===== config.mk =====
export PLATFORM = sky130hd
export DESIGN_NAME = drum_note_round_robin_mapper_top_flat
export DESIGN_NICKNAME = d
export VERILOG_FILES = /design/src/sv/drm_pkg.sv /design/src/sv/drm_if.sv /design/src/sv/drm_match.sv /design/src/sv/drum_note_round_robin_mapper_top.sv /design/src/flat_wrapper.sv
export SDC_FILE = /design/constraint.sdc
export NUM_CORES = 1
export LEC_CHECK = 0
export BUFFER_PORTS_ARGS = -buffer_cell sky130_fd_sc_hd__clkbuf_2
export CAP_MARGIN = 20
export CELL_PAD_IN_SITES_DETAIL_PLACEMENT = 0
export CELL_PAD_IN_SITES_GLOBAL_PLACEMENT = 2
export CORE_MARGIN = 2
export CORE_UTILIZATION = 33
export DETAILED_ROUTE_END_ITERATION = 8
export PLACE_DENSITY_LB_ADDON = 0.1
export SYNTH_ARGS = -nofsm -noshare
export SYNTH_HDL_FRONTEND = slang
export SYNTH_SLANG_ARGS = --single-unit

===== constraint.sdc =====
create_clock -name clk -period 4.3 [get_ports clk]
set_input_delay 0.645 -clock clk [delete_from_list [all_inputs] [get_ports clk]]
set_output_delay 0.645 -clock clk [all_outputs]
set_load 0.02 [all_outputs]

===== src/sv/drm_pkg.sv =====
// ---------------------------------------------------------------------------
// drm_pkg: shared types and constants for the drum note mapper
// Field widths, register indexes and the lookup result struct.
// ---------------------------------------------------------------------------
package drm_pkg;

  localparam int CH_W       = 4;
  localparam int KEY_W      = 7;
  localparam int VEL_W      = 7;
  localparam int TIME_W     = 32;
  localparam int REG_W      = 56;   // widest configuration register
  localparam int CNT_W      = 4;    // instrument count register
  localparam int SCNT_W     = 3;    // one slot count field
  localparam int SCNTS_W    = 24;   // slot count register
  localparam int PTR_W      = 3;    // round-robin pointer
  localparam int INST_W     = 3;    // instrument number, up to eight
  localparam int CFG_IDX_W  = 3;

  // configuration register indexes
  localparam logic [CFG_IDX_W-1:0] REG_INST_COUNT = 3'd0;
  localparam logic [CFG_IDX_W-1:0] REG_INST_KEYS  = 3'd1;
  localparam logic [CFG_IDX_W-1:0] REG_SLOT_COUNTS = 3'd2;
  localparam logic [CFG_IDX_W-1:0] REG_SLOT0_KEYS = 3'd3;
  localparam logic [CFG_IDX_W-1:0] REG_SLOT1_KEYS = 3'd4;
  localparam logic [CFG_IDX_W-1:0] REG_SLOT2_KEYS = 3'd5;
  localparam logic [CFG_IDX_W-1:0] REG_SLOT3_KEYS = 3'd6;

  typedef struct packed {
    logic              hit;        // matched note-on with a nonempty slot list
    logic [INST_W-1:0] inst;       // first matching instrument
    logic [PTR_W-1:0]  ptr_next;   // pointer value after this hit
    logic [KEY_W-1:0]  okey;       // mapped output key
  } drm_match_t;

endpackage


===== src/sv/drm_if.sv =====
// ---------------------------------------------------------------------------
// drm_if: event and note channel interfaces
// Valid/ready channels carrying one input event or one output note per beat.
// ---------------------------------------------------------------------------
interface drm_event_if
  import drm_pkg::*;
();
  logic              valid;
  logic              ready;
  logic              is_note;
  logic              is_note_off;
  logic [CH_W-1:0]   channel;
  logic [KEY_W-1:0]  key;
  logic [VEL_W-1:0]  velocity;
  logic [TIME_W-1:0] event_time;

  modport source (output valid, is_note, is_note_off, channel, key, velocity, event_time,
                  input ready);
  modport sink (input valid, is_note, is_note_off, channel, key, velocity, event_time,
                output ready);
endinterface

interface drm_note_if
  import drm_pkg::*;
();
  logic              valid;
  logic              ready;
  logic [CH_W-1:0]   out_channel;
  logic [KEY_W-1:0]  out_key;
  logic [VEL_W-1:0]  out_velocity;
  logic [TIME_W-1:0] out_time;
  logic              last;

  modport source (output valid, out_channel, out_key, out_velocity, out_time, last,
                  input ready);
  modport sink (input valid, out_channel, out_key, out_velocity, out_time, last,
                output ready);
endinterface


===== src/sv/drm_match.sv =====
// ---------------------------------------------------------------------------
// drm_match: instrument lookup and round-robin slot pick
// First matching instrument in list order, clamped counts, output key select.
// ---------------------------------------------------------------------------
module drm_match
  import drm_pkg::*;
#(
  parameter int NUM_INSTRUMENTS = 8,
  parameter int NUM_SLOTS       = 4
) (
  input  logic                                is_note,
  input  logic                                is_note_off,
  input  logic [KEY_W-1:0]                    key,
  input  logic [CNT_W-1:0]                    instrument_count,
  input  logic [REG_W-1:0]                    instrument_keys,
  input  logic [SCNTS_W-1:0]                  slot_counts,
  input  logic [NUM_SLOTS-1:0][REG_W-1:0]     slot_keys,
  input  logic [NUM_INSTRUMENTS-1:0][PTR_W-1:0] next_slot,
  output drm_match_t                          result
);

  logic [CNT_W-1:0]             n_eff;
  logic                         found;
  logic [INST_W-1:0]            sel;
  logic [SCNT_W-1:0]            cnt_raw;
  logic [SCNT_W-1:0]            cnt;
  logic [PTR_W-1:0]             ptr;
  logic [PTR_W-1:0]             slot;
  logic [NUM_SLOTS-1:0][KEY_W-1:0] cand_keys;
  logic [KEY_W-1:0]             okey;

  always_comb begin
    n_eff = (instrument_count > CNT_W'(NUM_INSTRUMENTS)) ? CNT_W'(NUM_INSTRUMENTS)
                                                         : instrument_count;
    found     = 1'b0;
    sel       = '0;
    cnt_raw   = '0;
    ptr       = '0;
    cand_keys = '0;
    // walk downward so the lowest matching instrument wins
    for (int i = NUM_INSTRUMENTS - 1; i >= 0; i--) begin
      if (CNT_W'(i) < n_eff && instrument_keys[KEY_W*i +: KEY_W] == key) begin
        found   = 1'b1;
        sel     = INST_W'(i);
        cnt_raw = slot_counts[SCNT_W*i +: SCNT_W];
        ptr     = next_slot[i];
        for (int s = 0; s < NUM_SLOTS; s++) begin
          cand_keys[s] = slot_keys[s][KEY_W*i +: KEY_W];
        end
      end
    end

    cnt  = (cnt_raw > SCNT_W'(NUM_SLOTS)) ? SCNT_W'(NUM_SLOTS) : cnt_raw;
    slot = (ptr >= PTR_W'(cnt)) ? '0 : ptr;

    okey = '0;
    for (int s = 0; s < NUM_SLOTS; s++) begin
      if (slot == PTR_W'(s)) begin
        okey = cand_keys[s];
      end
    end

    result.hit      = is_note && !is_note_off && found && (cnt != '0);
    result.inst     = sel;
    result.ptr_next = slot + PTR_W'(1);
    result.okey     = okey;
  end

endmodule


===== src/sv/drum_note_round_robin_mapper_top.sv =====
// ---------------------------------------------------------------------------
// drum_note_round_robin_mapper_top: drum note round-robin mapper
// Maps note-ons on drum instrument keys to a rotating set of output keys.
// ---------------------------------------------------------------------------
// Each accepted event beat is registered, then looked up combinationally: the
// first configured instrument (in list order) whose input key matches a
// note-on picks its next output slot round robin, and the block emits two
// note beats, a note-on with the input velocity and a note-off with velocity
// 0 marked by last. Events that do not map are absorbed one per cycle with no
// output while no mapped event waits in the input register. A mapped event
// occupies the single output register for two beats. The input register can
// take one new event while the output register still holds a pending
// note-off; a mapped event there waits until the note-off beat is taken.
// Configuration registers are written through wr_en/wr_index/wr_data; the
// user must write them only while the block is idle, which the block itself
// does not enforce. Writes to an index past the last slot key register are
// ignored.
// ---------------------------------------------------------------------------
module drum_note_round_robin_mapper_top
  import drm_pkg::*;
#(
  parameter int NUM_INSTRUMENTS = 8,
  parameter int NUM_SLOTS       = 4
) (
  input  logic                 clk,
  input  logic                 rst,
  input  logic                 wr_en,
  input  logic [CFG_IDX_W-1:0] wr_index,
  input  logic [REG_W-1:0]     wr_data,
  drm_event_if.sink            events,
  drm_note_if.source           notes
);

  // configuration
  logic [CNT_W-1:0]                   instrument_count;
  logic [REG_W-1:0]                   instrument_keys;
  logic [SCNTS_W-1:0]                 slot_counts;
  logic [NUM_SLOTS-1:0][REG_W-1:0]    slot_keys;

  // round-robin pointers, one per instrument
  logic [NUM_INSTRUMENTS-1:0][PTR_W-1:0] next_slot;

  // input register
  logic              ev_valid;
  logic              ev_is_note;
  logic              ev_is_note_off;
  logic [CH_W-1:0]   ev_channel;
  logic [KEY_W-1:0]  ev_key;
  logic [VEL_W-1:0]  ev_velocity;
  logic [TIME_W-1:0] ev_time;

  // output register; phase 0 = note-on beat, 1 = note-off beat
  logic              out_valid;
  logic              phase;
  logic [CH_W-1:0]   out_channel;
  logic [KEY_W-1:0]  out_key;
  logic [VEL_W-1:0]  out_velocity;
  logic [TIME_W-1:0] out_time;

  drm_match_t match;
  logic       out_free;
  logic       ev_adv;
  logic       in_ready;

  drm_match #(
    .NUM_INSTRUMENTS (NUM_INSTRUMENTS),
    .NUM_SLOTS       (NUM_SLOTS)
  ) u_match (
    .is_note          (ev_is_note),
    .is_note_off      (ev_is_note_off),
    .key              (ev_key),
    .instrument_count (instrument_count),
    .instrument_keys  (instrument_keys),
    .slot_counts      (slot_counts),
    .slot_keys        (slot_keys),
    .next_slot        (next_slot),
    .result           (match)
  );

  // output register frees up once its note-off beat is taken
  assign out_free = !out_valid || (notes.ready && phase);
  // unmapped events leave at once; mapped ones wait for the output register
  assign ev_adv   = ev_valid && (!match.hit || out_free);
  assign in_ready = !ev_valid || ev_adv;

  assign events.ready = in_ready;

  assign notes.valid        = out_valid;
  assign notes.out_channel  = out_channel;
  assign notes.out_key      = out_key;
  assign notes.out_velocity = phase ? '0 : out_velocity;
  assign notes.out_time     = out_time;
  assign notes.last         = phase;

  // configuration writes
  always_ff @(posedge clk) begin
    if (rst) begin
      instrument_count <= '0;
      instrument_keys  <= '0;
      slot_counts      <= '0;
      slot_keys        <= '0;
    end else if (wr_en) begin
      case (wr_index)
        REG_INST_COUNT:  instrument_count <= wr_data[CNT_W-1:0];
        REG_INST_KEYS:   instrument_keys  <= wr_data;
        REG_SLOT_COUNTS: slot_counts      <= wr_data[SCNTS_W-1:0];
        default: begin
          for (int s = 0; s < NUM_SLOTS; s++) begin
            if (wr_index == REG_SLOT0_KEYS + CFG_IDX_W'(s)) begin
              slot_keys[s] <= wr_data;
            end
          end
        end
      endcase
    end
  end

  // pointer update when a mapped event moves to the output register
  always_ff @(posedge clk) begin
    if (rst) begin
      next_slot <= '0;
    end else if (ev_adv && match.hit) begin
      for (int i = 0; i < NUM_INSTRUMENTS; i++) begin
        if (match.inst == INST_W'(i)) begin
          next_slot[i] <= match.ptr_next;
        end
      end
    end
  end

  // input register
  always_ff @(posedge clk) begin
    if (rst) begin
      ev_valid <= 1'b0;
    end else if (in_ready) begin
      ev_valid <= events.valid;
    end
  end

  always_ff @(posedge clk) begin
    if (in_ready && events.valid) begin
      ev_is_note     <= events.is_note;
      ev_is_note_off <= events.is_note_off;
      ev_channel     <= events.channel;
      ev_key         <= events.key;
      ev_velocity    <= events.velocity;
      ev_time        <= events.event_time;
    end
  end

  // output register: two beats per mapped event; a new pair loads at the
  // edge that takes the previous note-off
  always_ff @(posedge clk) begin
    if (rst) begin
      out_valid <= 1'b0;
      phase     <= 1'b0;
    end else if (ev_adv && match.hit) begin
      out_valid <= 1'b1;
      phase     <= 1'b0;
    end else if (out_valid && notes.ready) begin
      if (phase) begin
        out_valid <= 1'b0;
        phase     <= 1'b0;
      end else begin
        phase <= 1'b1;
      end
    end
  end

  always_ff @(posedge clk) begin
    if (ev_adv && match.hit) begin
      out_channel  <= ev_channel;
      out_key      <= match.okey;
      out_velocity <= ev_velocity;
      out_time     <= ev_time;
    end
  end

endmodule


===== src/flat_wrapper.sv =====
// flat-port wrapper written by rule: the top's interface ports become plain ports
module drum_note_round_robin_mapper_top_flat import drm_pkg::*;
#(
  parameter int NUM_INSTRUMENTS = 8,
  parameter int NUM_SLOTS       = 4
)
  (clk, rst, wr_en, wr_index, wr_data, events_valid, events_is_note, events_is_note_off, events_channel, events_key, events_velocity, events_event_time, events_ready, notes_valid, notes_out_channel, notes_out_key, notes_out_velocity, notes_out_time, notes_last, notes_ready);
  drm_event_if events_i ();
  drm_note_if notes_i ();
  input  logic clk;
  input  logic rst;
  input  logic wr_en;
  input  logic [CFG_IDX_W-1:0] wr_index;
  input  logic [REG_W-1:0] wr_data;
  input wire logic [$bits(events_i.valid)-1:0] events_valid;
  input wire logic [$bits(events_i.is_note)-1:0] events_is_note;
  input wire logic [$bits(events_i.is_note_off)-1:0] events_is_note_off;
  input wire logic [$bits(events_i.channel)-1:0] events_channel;
  input wire logic [$bits(events_i.key)-1:0] events_key;
  input wire logic [$bits(events_i.velocity)-1:0] events_velocity;
  input wire logic [$bits(events_i.event_time)-1:0] events_event_time;
  output wire logic [$bits(events_i.ready)-1:0] events_ready;
  output wire logic [$bits(notes_i.valid)-1:0] notes_valid;
  output wire logic [$bits(notes_i.out_channel)-1:0] notes_out_channel;
  output wire logic [$bits(notes_i.out_key)-1:0] notes_out_key;
  output wire logic [$bits(notes_i.out_velocity)-1:0] notes_out_velocity;
  output wire logic [$bits(notes_i.out_time)-1:0] notes_out_time;
  output wire logic [$bits(notes_i.last)-1:0] notes_last;
  input wire logic [$bits(notes_i.ready)-1:0] notes_ready;
  assign events_i.valid = events_valid;
  assign events_i.is_note = events_is_note;
  assign events_i.is_note_off = events_is_note_off;
  assign events_i.channel = events_channel;
  assign events_i.key = events_key;
  assign events_i.velocity = events_velocity;
  assign events_i.event_time = events_event_time;
  assign events_ready = events_i.ready;
  assign notes_valid = notes_i.valid;
  assign notes_out_channel = notes_i.out_channel;
  assign notes_out_key = notes_i.out_key;
  assign notes_out_velocity = notes_i.out_velocity;
  assign notes_out_time = notes_i.out_time;
  assign notes_last = notes_i.last;
  assign notes_i.ready = notes_ready;
  drum_note_round_robin_mapper_top #(.NUM_INSTRUMENTS(NUM_INSTRUMENTS), .NUM_SLOTS(NUM_SLOTS)) u_core (.clk(clk), .rst(rst), .wr_en(wr_en), .wr_index(wr_index), .wr_data(wr_data), .events(events_i), .notes(notes_i));
endmodule

==> results of run 1 <==
-- power by group --
group	total (mW)	switching (mW)	internal (mW)
logic	0.511	0.341	0.170
registers	4.37	0.0587	4.31
clock network	4.69	1.86	2.83
-- metal layers --
layer	track usage, %	wire length (µm)	up-vias
met5	0	0	-
met4	8.47	2290	0
met3	3.02	2940	98
met2	40.6	33600	363
met1	35.6	34200	7934
li1	-	-	7764
-- stage by stage --
step	setup TNS (ns)	hold slack, ns	util [%]	setup slack [ns]	power (mW)
after detailed placement	-2.38	0.405	37.5	-0.377	4.95
after global placement	-1.88	0.400	37.5	-0.303	4.95
after CTS	-0.761	0.173	41.1	-0.128	9.66
after global routing	-2.26	0.174	41.3	-0.342	9.90
final	-0.968	0.201	41.3	-0.190	9.57
after floorplan	-0.324	0.400	-	-0.0714	4.67
-- cells in the mapped netlist, drive strengths merged (3+ instances only) --
cell    instances
nor3           16
clkbuf        124
dfxtp         335
a311oi         15
nor2           71
o21a            5
a21o            3
o221ai         13
and2            6
a211o           8
nor2b          11
xnor2          35
a211oi         10
a21oi         330
nor4b           3
o31ai           7
nand2         682
nand4          11
edfxtp        102
o211ai         18
a31oi          31
ha              6
and3            9
o21ai          34
nand3          53
o22ai           3
inv            11
nand2b          7
mux2i          18
or2             5
buf            39
nor4           10
a22oi          11
xor2           22
nand3b          7
o211a           4
a221oi         30
-- cells by family after synthesis --
family,Yosys count
AND/OR/NAND/NOR,899
buffers and inverters,175
flip-flops,437
adder cells (fa/ha/maj),6
AO/OA/AOI/OAI,536
XOR/XNOR,57
multiplexers,18
-- timing repair --
item,in CTS,in global routing
endpoints found under the setup margin,11,22
buffers inserted,8,6
resized for setup,28,16
pin swaps,13,11
-- flip-flops by register name, summed over array words and instances, names as in the netlist --
signal / count
u_core.slot_keys: 224
u_core.instrument_keys: 56
u_core.ev_time: 32
u_core.notes.out_time: 32
u_core.next_slot: 24
u_core.slot_counts: 24
u_core.ev_key: 7
u_core.ev_velocity: 7
u_core.notes.out_key: 7
u_core.out_velocity: 7
u_core.ev_channel: 4
u_core.instrument_count: 4
u_core.notes.out_channel: 4
u_core.ev_is_note: 1
u_core.ev_is_note_off: 1
u_core.ev_valid: 1
u_core.notes.last: 1
u_core.notes.valid: 1
-- critical path, cell delays in order (launching register included) --
cell and delay [ns]:
edfxtp_1 0.52, buf_4 0.22, xor2_1 0.14, nor4_2 0.32
buf_4 0.18, nand2_2 0.19, buf_4 0.26, a32oi_1 0.23
nand4_1 0.20, and3b_1 0.23, ha_1 0.28, a21oi_2 0.19
o211a_1 0.20, inv_2 0.06, ha_4 0.16, buf_12 0.14
nor4_4 0.26, buf_4 0.17, buf_4 0.10, a22oi_2 0.05
o31ai_1 0.20
-- cells in the final DEF, fill, tap and decap left out, drive strengths merged, types with 8 or more instances in the layout --
cell type,Yosys,routed
a211o,8,8
a211oi,10,10
a21oi,330,330
a221oi,30,30
a22oi,11,11
a311oi,15,15
a31oi,31,31
and3,9,9
buf,39,154
clkbuf,124,237
clkinv,1,18
dfxtp,335,335
edfxtp,102,102
inv,11,13
mux2i,18,18
nand2,682,682
nand3,53,53
nand4,11,11
nor2,71,71
nor2b,11,11
nor3,16,16
nor4,10,10
o211ai,18,18
o21ai,34,34
o221ai,13,13
xnor2,35,35
xor2,22,22
-- final timing paths --
path              slack [ns]  depth (start not counted)                         to          startpoint
setup / recovery       -0.19                         20    u_core.notes.out_key[1]    u_core.ev_key[3]
hold / removal          0.20                          1           u_core.ev_key[0]       events_key[0]
setup reg to reg       -0.19                         20    u_core.notes.out_key[1]    u_core.ev_key[3]
hold reg to reg         0.41                          0  u_core.notes.out_time[13]  u_core.ev_time[13]
-- final cells by class --
class,instances,area (µm²),area share [%]
Multi-Input combinational cell,1516,8090,35.6
Clock inverter,26,337,1.48
Inverter,12,45.0,0.198
Sequential cell,437,9770,43.0
Timing Repair Buffer,320,2080,9.14
Tap cell,748,936,4.12
Clock buffer,71,1480,6.50
==> flow_metrics.env, run 1 <==
export IMPL_fillers=5561
export IMPL_grt_max_degree=123
export IMPL_antenna_found_initial=0
export IMPL_critPathMaxFanout=10
export IMPL_startpoint_type="flip-flop"
export IMPL_finalWorstSetupSlack_ns=-0.190
export IMPL_finalNetCount=2461
export IMPL_die_area_um2=57400
export IMPL_ys_ff_latch=437
export IMPL_max_slew_margin_rel_pct=26.4
export IMPL_hold_class="in -> reg"
export IMPL_critical_path_class="reg -> reg"
export IMPL_syn_area_per_cell_um2=8.60
export IMPL_finClkSkew_ns=0.0131
export IMPL_yosysWarnings=0
export IMPL_p_per_area_nw_per_um2=421
export IMPL_dr_pass1_iters=5
export IMPL_clk_pin_slew_worst_paths_ns=0.06
export IMPL_rows=86
export IMPL_worstSkewPairLatency_ns=0.62
export IMPL_syn_cell_area_um2=18300
export IMPL_wl_um=73000
export IMPL_antenna_cells=0
export IMPL_grt_ovfl_total=0
export IMPL_dp_cells=3018
export IMPL_htreeDepth=2
export IMPL_drt_iter0_markers=1245
export IMPL_endpoint_kind="flip-flop"
export IMPL_grt_pass1_wl_um=107000
export IMPL_ant_nets=0
export IMPL_place_gp_congestion=0.903
export IMPL_yosysSeqAreaShare_pct=53.4
export IMPL_synth_top_cell_area_share_pct=36.6
export IMPL_drive_above_1_share_pct=20.6
export IMPL_syn_to_final_growth_pct=24.2
export IMPL_async_flop_share_pct=0
export IMPL_synthMuxAreaShare_pct=0.985
export IMPL_fin_crit_sh_pct=104
export IMPL_start_util_pct=33.3
export IMPL_place_hpwl_um=50400
export IMPL_synth_fa_ha_area_share_pct=0.410
export IMPL_cts_sinks=437
export IMPL_final_min_clock_period_ns=4.49
export IMPL_die_w_um=239
export IMPL_finalInstanceArea_um2=22700
export IMPL_worst_pin_slew_ns=1.10
export IMPL_drc=0
export IMPL_syn_nets=2250
export IMPL_maxSlewViolCount=0
export IMPL_cts_buffer_depth=3
export IMPL_core_area_um2=55000
export IMPL_leakagePower_nw=8.27
export IMPL_grt_pass1_vias=15400
export IMPL_track_usage_pct=25.4
export IMPL_synthTopCellsByArea="dfxtp_1 (37%), edfxtp_1 (17%), nand2_1 (14%)"
export IMPL_status="finished with violations"
export IMPL_vdd_ir_drop_max_uv=335
export IMPL_hold_viol=0
export IMPL_clock_root_buffer="clkbuf_16"
export IMPL_drv_cap=0
export IMPL_synth_compound_area_share_pct=17.7
export IMPL_cts_tree="built"
export IMPL_synth_ff_type="dfxtp_1"
export IMPL_yosys_area_top_type="dfxtp_1"
export IMPL_synth_xor_area_share_pct=2.85
export IMPL_vias=16200
export IMPL_viasPerCell=5.16
export IMPL_ctsHoldBuffers=0
export IMPL_io_pins=169
export IMPL_portBuffers=168
export IMPL_timing_fmax_mhz=223
export IMPL_die_h_um=239
export IMPL_finalSetupViolations=7
export IMPL_violations="setup timing"
export IMPL_cts_inserted_buffers=52
export IMPL_synthDistinctLibCells=71
export IMPL_arrival_ns=4.93
export IMPL_synthSimpleGateAreaFrac_pct=20.6
export IMPL_rsz0062_at_grt="true"
export IMPL_synth_cells=2128
export IMPL_final_cells=3130
export IMPL_placed_cell_area_um2=20600
export IMPL_synth_edf_count=102
export IMPL_critPathRequiredTime_ns=4.74
export IMPL_wire_per_inst_um=23.3
export IMPL_synth_top_family_by_area="simple AND/OR/NAND/NOR gates"
No activity file was read; power rests on OpenSTA's default activity.
==> run 2: changes to the inputs <==
Settings changed: MAX_ROUTING_LAYER from default to met4, SETUP_SLACK_MARGIN from default to 0.15.
==> run 2 against run 1 <==
  * The run still ends with setup timing left
  * Register-to-register slack about the same
  * Sequential power about the same
  * Clock skew increased by 0.0049 ns
  * Combinational power decreased by 1%
  * Global-route usage increased by 0.55 points
  * Maximum frequency about the same
  * Flip-flop and latch count unchanged
==> flow_metrics.env, run 2 (synthesis gave the netlist of run 1 again) <==
export IMPL_status="finished with violations"
export IMPL_violations="setup timing"
export IMPL_worstHoldPathCells=1
export IMPL_hold_class="in -> reg"
export IMPL_drt_iter0_markers=1274
export IMPL_hold_path_startpoint="events_channel[0]"
export IMPL_fin_crit_sh_pct=104
export IMPL_wl_um=73000
export IMPL_placed_cell_area_um2=20700
export IMPL_reg2reg_depth=20
export IMPL_min_to="u_core.ev_channel[0]"
export IMPL_place_hpwl_um=50300
export IMPL_startpoint_type="flip-flop"
export IMPL_finalWorstSetupSlack_ns=-0.189
export IMPL_critPathRequiredTime_ns=4.67
export IMPL_maxSlewViolCount=0
export IMPL_portBuffers=168
export IMPL_reg_top3="u_core.slot_keys (224), u_core.instrument_keys (56)"
export IMPL_slowest_stage="edfxtp_1"
export IMPL_clock_root_buffer="clkbuf_16"
export IMPL_grt_max_degree=135
export IMPL_endpoint_kind="flip-flop"
export IMPL_htreeDepth=2
export IMPL_max_slew_margin_rel_pct=29.8
export IMPL_syn_to_final_growth_pct=25.0
export IMPL_clk_pin_slew_worst_paths_ns=0.06
export IMPL_crit_chain="xnor2_2 > nand4_1 > or4b_4 > mux2i_1 > a211o_1 > a211o_4 > nor2b_4 > ha_4 > nand2b_4 > a21o_1 > a21oi_2 > buf_4 > o211a_4 > inv_4 > ha_4 > and3_4 > buf_4 > a211oi_2 > o41ai_1 > a21o_1"
export IMPL_rows=86
export IMPL_arrival_ns=4.86
export IMPL_reg2reg_from="u_core.ev_key[4]"
export IMPL_mostFrequentLayoutCells="nand2_1 (677), dfxtp_1 (335), a21oi_1 (328)"
export IMPL_die_h_um=239
export IMPL_largest_reg_flops=224
export IMPL_cts_buffer_depth=3
export IMPL_grt_pass1_wl_um=105000
export IMPL_crit_path_start="u_core.ev_key[4]"
export IMPL_finalNetCount=2461
export IMPL_place_gp_congestion=0.910
export IMPL_reg2reg_slack_ns=-0.19
export IMPL_vias=16300
export IMPL_die_w_um=239
export IMPL_track_usage_pct=25.9
export IMPL_timing_fmax_mhz=223
export IMPL_finalSetupViolations=7
export IMPL_antenna_cells=0
export IMPL_worstReg2RegEnd="u_core.notes.out_key[3]"
export IMPL_top_register="u_core.slot_keys"
export IMPL_p_per_area_nw_per_um2=408
export IMPL_ant_nets=0
export IMPL_slowest_delay_ns=0.54
export IMPL_viasPerCell=5.20
export IMPL_drc=0
export IMPL_core_area_um2=55000
export IMPL_finish_utilization_pct=41.6
export IMPL_die_area_um2=57400
export IMPL_drive_above_1_share_pct=21.1
export IMPL_vdd_ir_drop_max_uv=332
export IMPL_finalInstanceArea_um2=22900
export IMPL_worst_pin_slew_ns=1.05
export IMPL_antenna_found_initial=0
export IMPL_hold_slack_ns=0.206
export IMPL_critical_path_class="reg -> reg"
export IMPL_grt_ovfl_total=0
export IMPL_worstSkewPairLatency_ns=0.62
export IMPL_rsz0062_at_grt="true"
export IMPL_wire_per_inst_um=23.3
export IMPL_cts_inserted_buffers=52
export IMPL_final_min_clock_period_ns=4.49
export IMPL_dp_worst_setup_slack_ns=-0.326
export IMPL_leakagePower_nw=8.26
export IMPL_dr_pass1_iters=5
export IMPL_drv_cap=0
export IMPL_cts_tree="built"
export IMPL_start_util_pct=33.3
export IMPL_grt_pass1_vias=15200
export IMPL_io_pins=169
export IMPL_power_mw=9.34
export IMPL_final_common_cell="nand2_1"
export IMPL_critPathMaxFanout=7
export IMPL_cts_sinks=437
export IMPL_hold_viol=0
export IMPL_finClkSkew_ns=0.0179
-- run 2: what timing repair did --
action,CTS,global route
endpoints found under the setup margin,19,24
cloned,0,0
resized for setup,45,27
setup buffers,7,8
pin swaps,19,19
hold buffers,0,0
-- run 2: area by class of cell --
type | count | area (µm²)
Multi-Input combinational cell | 1516 | 8250
Tap cell | 748 | 936
Clock buffer | 71 | 1470
Timing Repair Buffer | 320 | 2150
Sequential cell | 437 | 9770
Inverter | 12 | 50.0
Clock inverter | 27 | 244
Fill cell | 5553 | 32100
-- run 2: metal layers --
metal | track usage, % | vias up | wire length [µm]
li1 | - | 7770 | -
met1 | 36.0 | 7943 | 34000
met2 | 39.6 | 454 | 33400
met3 | 2.82 | 108 | 3180
met4 | 8.45 | 0 | 2360
met5 | - | - | 0
-- run 2: critical path: cells and delay by family (launching register included) --
kind	cells	cell delay, ns
multiplexers	1	0.13
flip-flops	1	0.54
buffers and inverters	3	0.31
AND/OR/NAND/NOR	5	1.10
XOR/XNOR	1	0.23
AO/OA/AOI/OAI	8	1.53
adder cells (fa/ha/maj)	2	0.40
-- run 2: worst max path at each step --
stage,to,slack [ns],cells past startpoint
final,u_core.notes.out_key[3],-0.19,20
after CTS,u_core.notes.out_key[2],-0.19,19
after global placement,u_core.notes.out_key[6],-0.31,19
after detailed placement,u_core.notes.out_key[4],-0.33,19
after global routing,u_core.notes.out_key[1],-0.43,21
after floorplan,u_core.notes.out_key[6],-0.03,21
-- run 2: metrics by stage --
step	setup TNS, ns	std cells
final	-1.08	3131
after global placement	-1.98	3015
after floorplan	-0.136	2128
after CTS	-1.10	3121
after detailed placement	-2.34	3016
after global routing	-3.49	3131
-- run 2: where the power goes --
part / total, mW / internal, mW / switching, mW
Combinational: 0.506 / 0.170 / 0.336
Sequential: 4.37 / 4.31 / 0.0616
Clock: 4.47 / 2.59 / 1.88
==> run 3: changes to the inputs <==
Settings changed: CORE_MARGIN 2 to 3.
==> run 3 against run 2 <==
  * The run still ends with setup timing left
  * Flip-flop and latch count unchanged
  * Combinational power increased by 2%
  * Global-route usage decreased by 0.27 points
  * Via count increased by 0.29%
  * Maximum frequency decreased by 1.4%
  * Power decreased by 0.96%
  * Critical path type unchanged
  * Critical endpoint is now u_core.notes.out_key[5]
==> flow_metrics.env, run 3 (synthesis gave the netlist of run 1 again) <==
export IMPL_dp_cells=3020
export IMPL_startpoint_type="flip-flop"
export IMPL_viasPerCell=5.22
export IMPL_ant_nets=0
export IMPL_start_util_pct=33.7
export IMPL_die_w_um=241
export IMPL_die_area_um2=58300
export IMPL_slowest_delay_ns=0.51
export IMPL_antenna_found_initial=1
export IMPL_top_register="u_core.slot_keys"
export IMPL_final_min_clock_period_ns=4.55
export IMPL_drt_iter0_markers=1261
export IMPL_dr_pass1_iters=5
export IMPL_io_pins=169
export IMPL_slowest_stage="or4_4"
export IMPL_crit_buf_inv=4
export IMPL_rows=85
export IMPL_grt_ovfl_total=0
export IMPL_final_cells=3128
export IMPL_hold_path_startpoint="events_key[1]"
export IMPL_leakagePower_nw=8.24
export IMPL_wire_per_inst_um=23.5
export IMPL_hold_viol=0
export IMPL_portBuffers=168
export IMPL_finClkSkew_ns=0.0232
export IMPL_min_to="u_core.ev_key[1]"
export IMPL_maxSlewViolCount=0
export IMPL_die_h_um=241
export IMPL_critical_path_class="reg -> reg"
export IMPL_timing_fmax_mhz=220
export IMPL_critPathRequiredTime_ns=4.65
export IMPL_grt_max_degree=122
export IMPL_worst_pin_slew_ns=1.03
export IMPL_crit_chain="buf_6 > xnor2_2 > nand2_1 > or4_4 > buf_4 > buf_6 > a211oi_2 > o211ai_1 > o21ai_0 > ha_4 > nand2b_4 > a21o_1 > a21oi_4 > and4b_2 > inv_2 > ha_4 > a221oi_2 > o21ai_1 > o22ai_1 > nor2_1"
export IMPL_cts_tree="built"
export IMPL_rsz0062_at_grt="true"
export IMPL_track_usage_pct=25.7
export IMPL_cts_buffer_depth=3
export IMPL_reg2reg_from="u_core.ev_key[0]"
export IMPL_place_gp_congestion=0.909
export IMPL_finalWorstSetupSlack_ns=-0.252
export IMPL_cts_sinks=437
export IMPL_vias=16300
export IMPL_violations="setup timing"
export IMPL_grt_pass1_wl_um=107000
export IMPL_power_mw=9.25
export IMPL_vdd_ir_drop_max_uv=270
export IMPL_max_slew_margin_rel_pct=31.1
export IMPL_clock_root_buffer="clkbuf_16"
export IMPL_finalNetCount=2471
export IMPL_htreeDepth=2
export IMPL_drc=0
export IMPL_cts_inserted_buffers=51
export IMPL_drive_above_1_share_pct=21.0
export IMPL_finalSetupViolations=7
export IMPL_worstReg2RegEnd="u_core.notes.out_key[5]"
export IMPL_critical_path_top_delay_family="compound AO/OA/AOI/OAI gates"
export IMPL_endpoint_kind="flip-flop"
export IMPL_core_area_um2=54300
export IMPL_largest_reg_flops=224
export IMPL_final_common_cell="nand2_1"
export IMPL_hold_slack_ns=0.212
export IMPL_clk_pin_slew_worst_paths_ns=0.07
export IMPL_arrival_ns=4.90
export IMPL_mostFrequentLayoutCells="nand2_1 (678), dfxtp_1 (335), a21oi_1 (327)"
export IMPL_ctsHoldBuffers=0
export IMPL_reg_top3="u_core.slot_keys (224), u_core.instrument_keys (56)"
export IMPL_reg2reg_slack_ns=-0.25
export IMPL_reg2reg_depth=20
export IMPL_worstSkewPairLatency_ns=0.60
export IMPL_status="finished with violations"
export IMPL_fin_crit_sh_pct=106
export IMPL_wl_um=73700
export IMPL_drv_cap=0
export IMPL_grt_pass1_vias=15700
export IMPL_hold_class="in -> reg"
export IMPL_syn_to_final_growth_pct=24.6
export IMPL_place_hpwl_um=51300
export IMPL_p_per_area_nw_per_um2=406
export IMPL_worstHoldPathCells=1
export IMPL_finish_utilization_pct=41.9
export IMPL_critPathMaxFanout=17
## run 3: area by class of cell
cell class | instances | area (µm²)
antenna | 1 | 2.50
clock buffer | 72 | 1490
clock inverter | 20 | 191
fill | 5449 | 31600
inverter | 12 | 47.5
multi-input combinational | 1516 | 8190
sequential | 437 | 9770
tap | 739 | 925
timing repair buffer | 331 | 2180
## run 3: where the power goes
group,internal [mW],total (mW),switching [mW]
Clock,2.54,4.37,1.83
Combinational,0.173,0.517,0.344
Sequential,4.31,4.36,0.0571
Total,7.02,9.25,2.23
## run 3: through the flow
| step | instance area, µm² | setup TNS [ns] | worst slack (ns) |
|---|---|---|---|
| 2_1_floorplan | 18400 | -0.136 | -0.0348 |
| 3_3_place_gp | 20700 | -2.36 | -0.423 |
| 3_5_place_dp | 20700 | -3.44 | -0.498 |
| 4_1_cts | 22500 | -0.857 | -0.145 |
| 5_1_grt | 22800 | -2.75 | -0.386 |
| 6_report | 22800 | -1.33 | -0.252 |
## run 3: per-layer routing
metal  vias to the layer above  part of all wire [%]  GRT usage, %
li1                       7789                     -             -
met1                      7978                    46          35.1
met2                       441                    46          39.8
met3                       115                   5.0          3.15
met4                         0                   3.2          8.22
met5                         -                     0             -
## run 3: how the worst max path moves through the flow
| stage | start | end | slack, ns | cells after the start |
|---|---|---|---|---|
| after floorplan | u_core.ev_key[1] | u_core.notes.out_key[6] | -0.03 | 21 |
| after global placement | u_core.ev_key[5] | u_core.notes.out_key[5] | -0.42 | 19 |
| after detailed placement | u_core.ev_key[5] | u_core.notes.out_key[5] | -0.50 | 19 |
| after CTS | u_core.ev_key[0] | u_core.notes.out_key[1] | -0.14 | 19 |
| after global routing | u_core.ev_key[0] | u_core.notes.out_key[5] | -0.39 | 20 |
| final | u_core.ev_key[0] | u_core.notes.out_key[5] | -0.25 | 20 |
## run 3: repair_timing
| action | in CTS | in global routing |
|---|---|---|
| setup buffers | 7 | 6 |
| pin swaps | 9 | 16 |
| gates resized for setup | 23 | 33 |
| setup endpoints to repair | 24 | 24 |
## run 3: worst register-to-register path, stage by stage (launching register included)
cell and delay (ns):
edfxtp_1 0.50, buf_6 0.18, xnor2_2 0.14, nand2_1 0.08, or4_4 0.51, buf_4 0.17, buf_6 0.18, a211oi_2 0.21
o211ai_1 0.13, o21ai_0 0.19, ha_4 0.27, nand2b_4 0.13, a21o_1 0.18, a21oi_4 0.19, and4b_2 0.27, inv_2 0.06
ha_4 0.19, a221oi_2 0.28, o21ai_1 0.17, o22ai_1 0.22, nor2_1 0.06
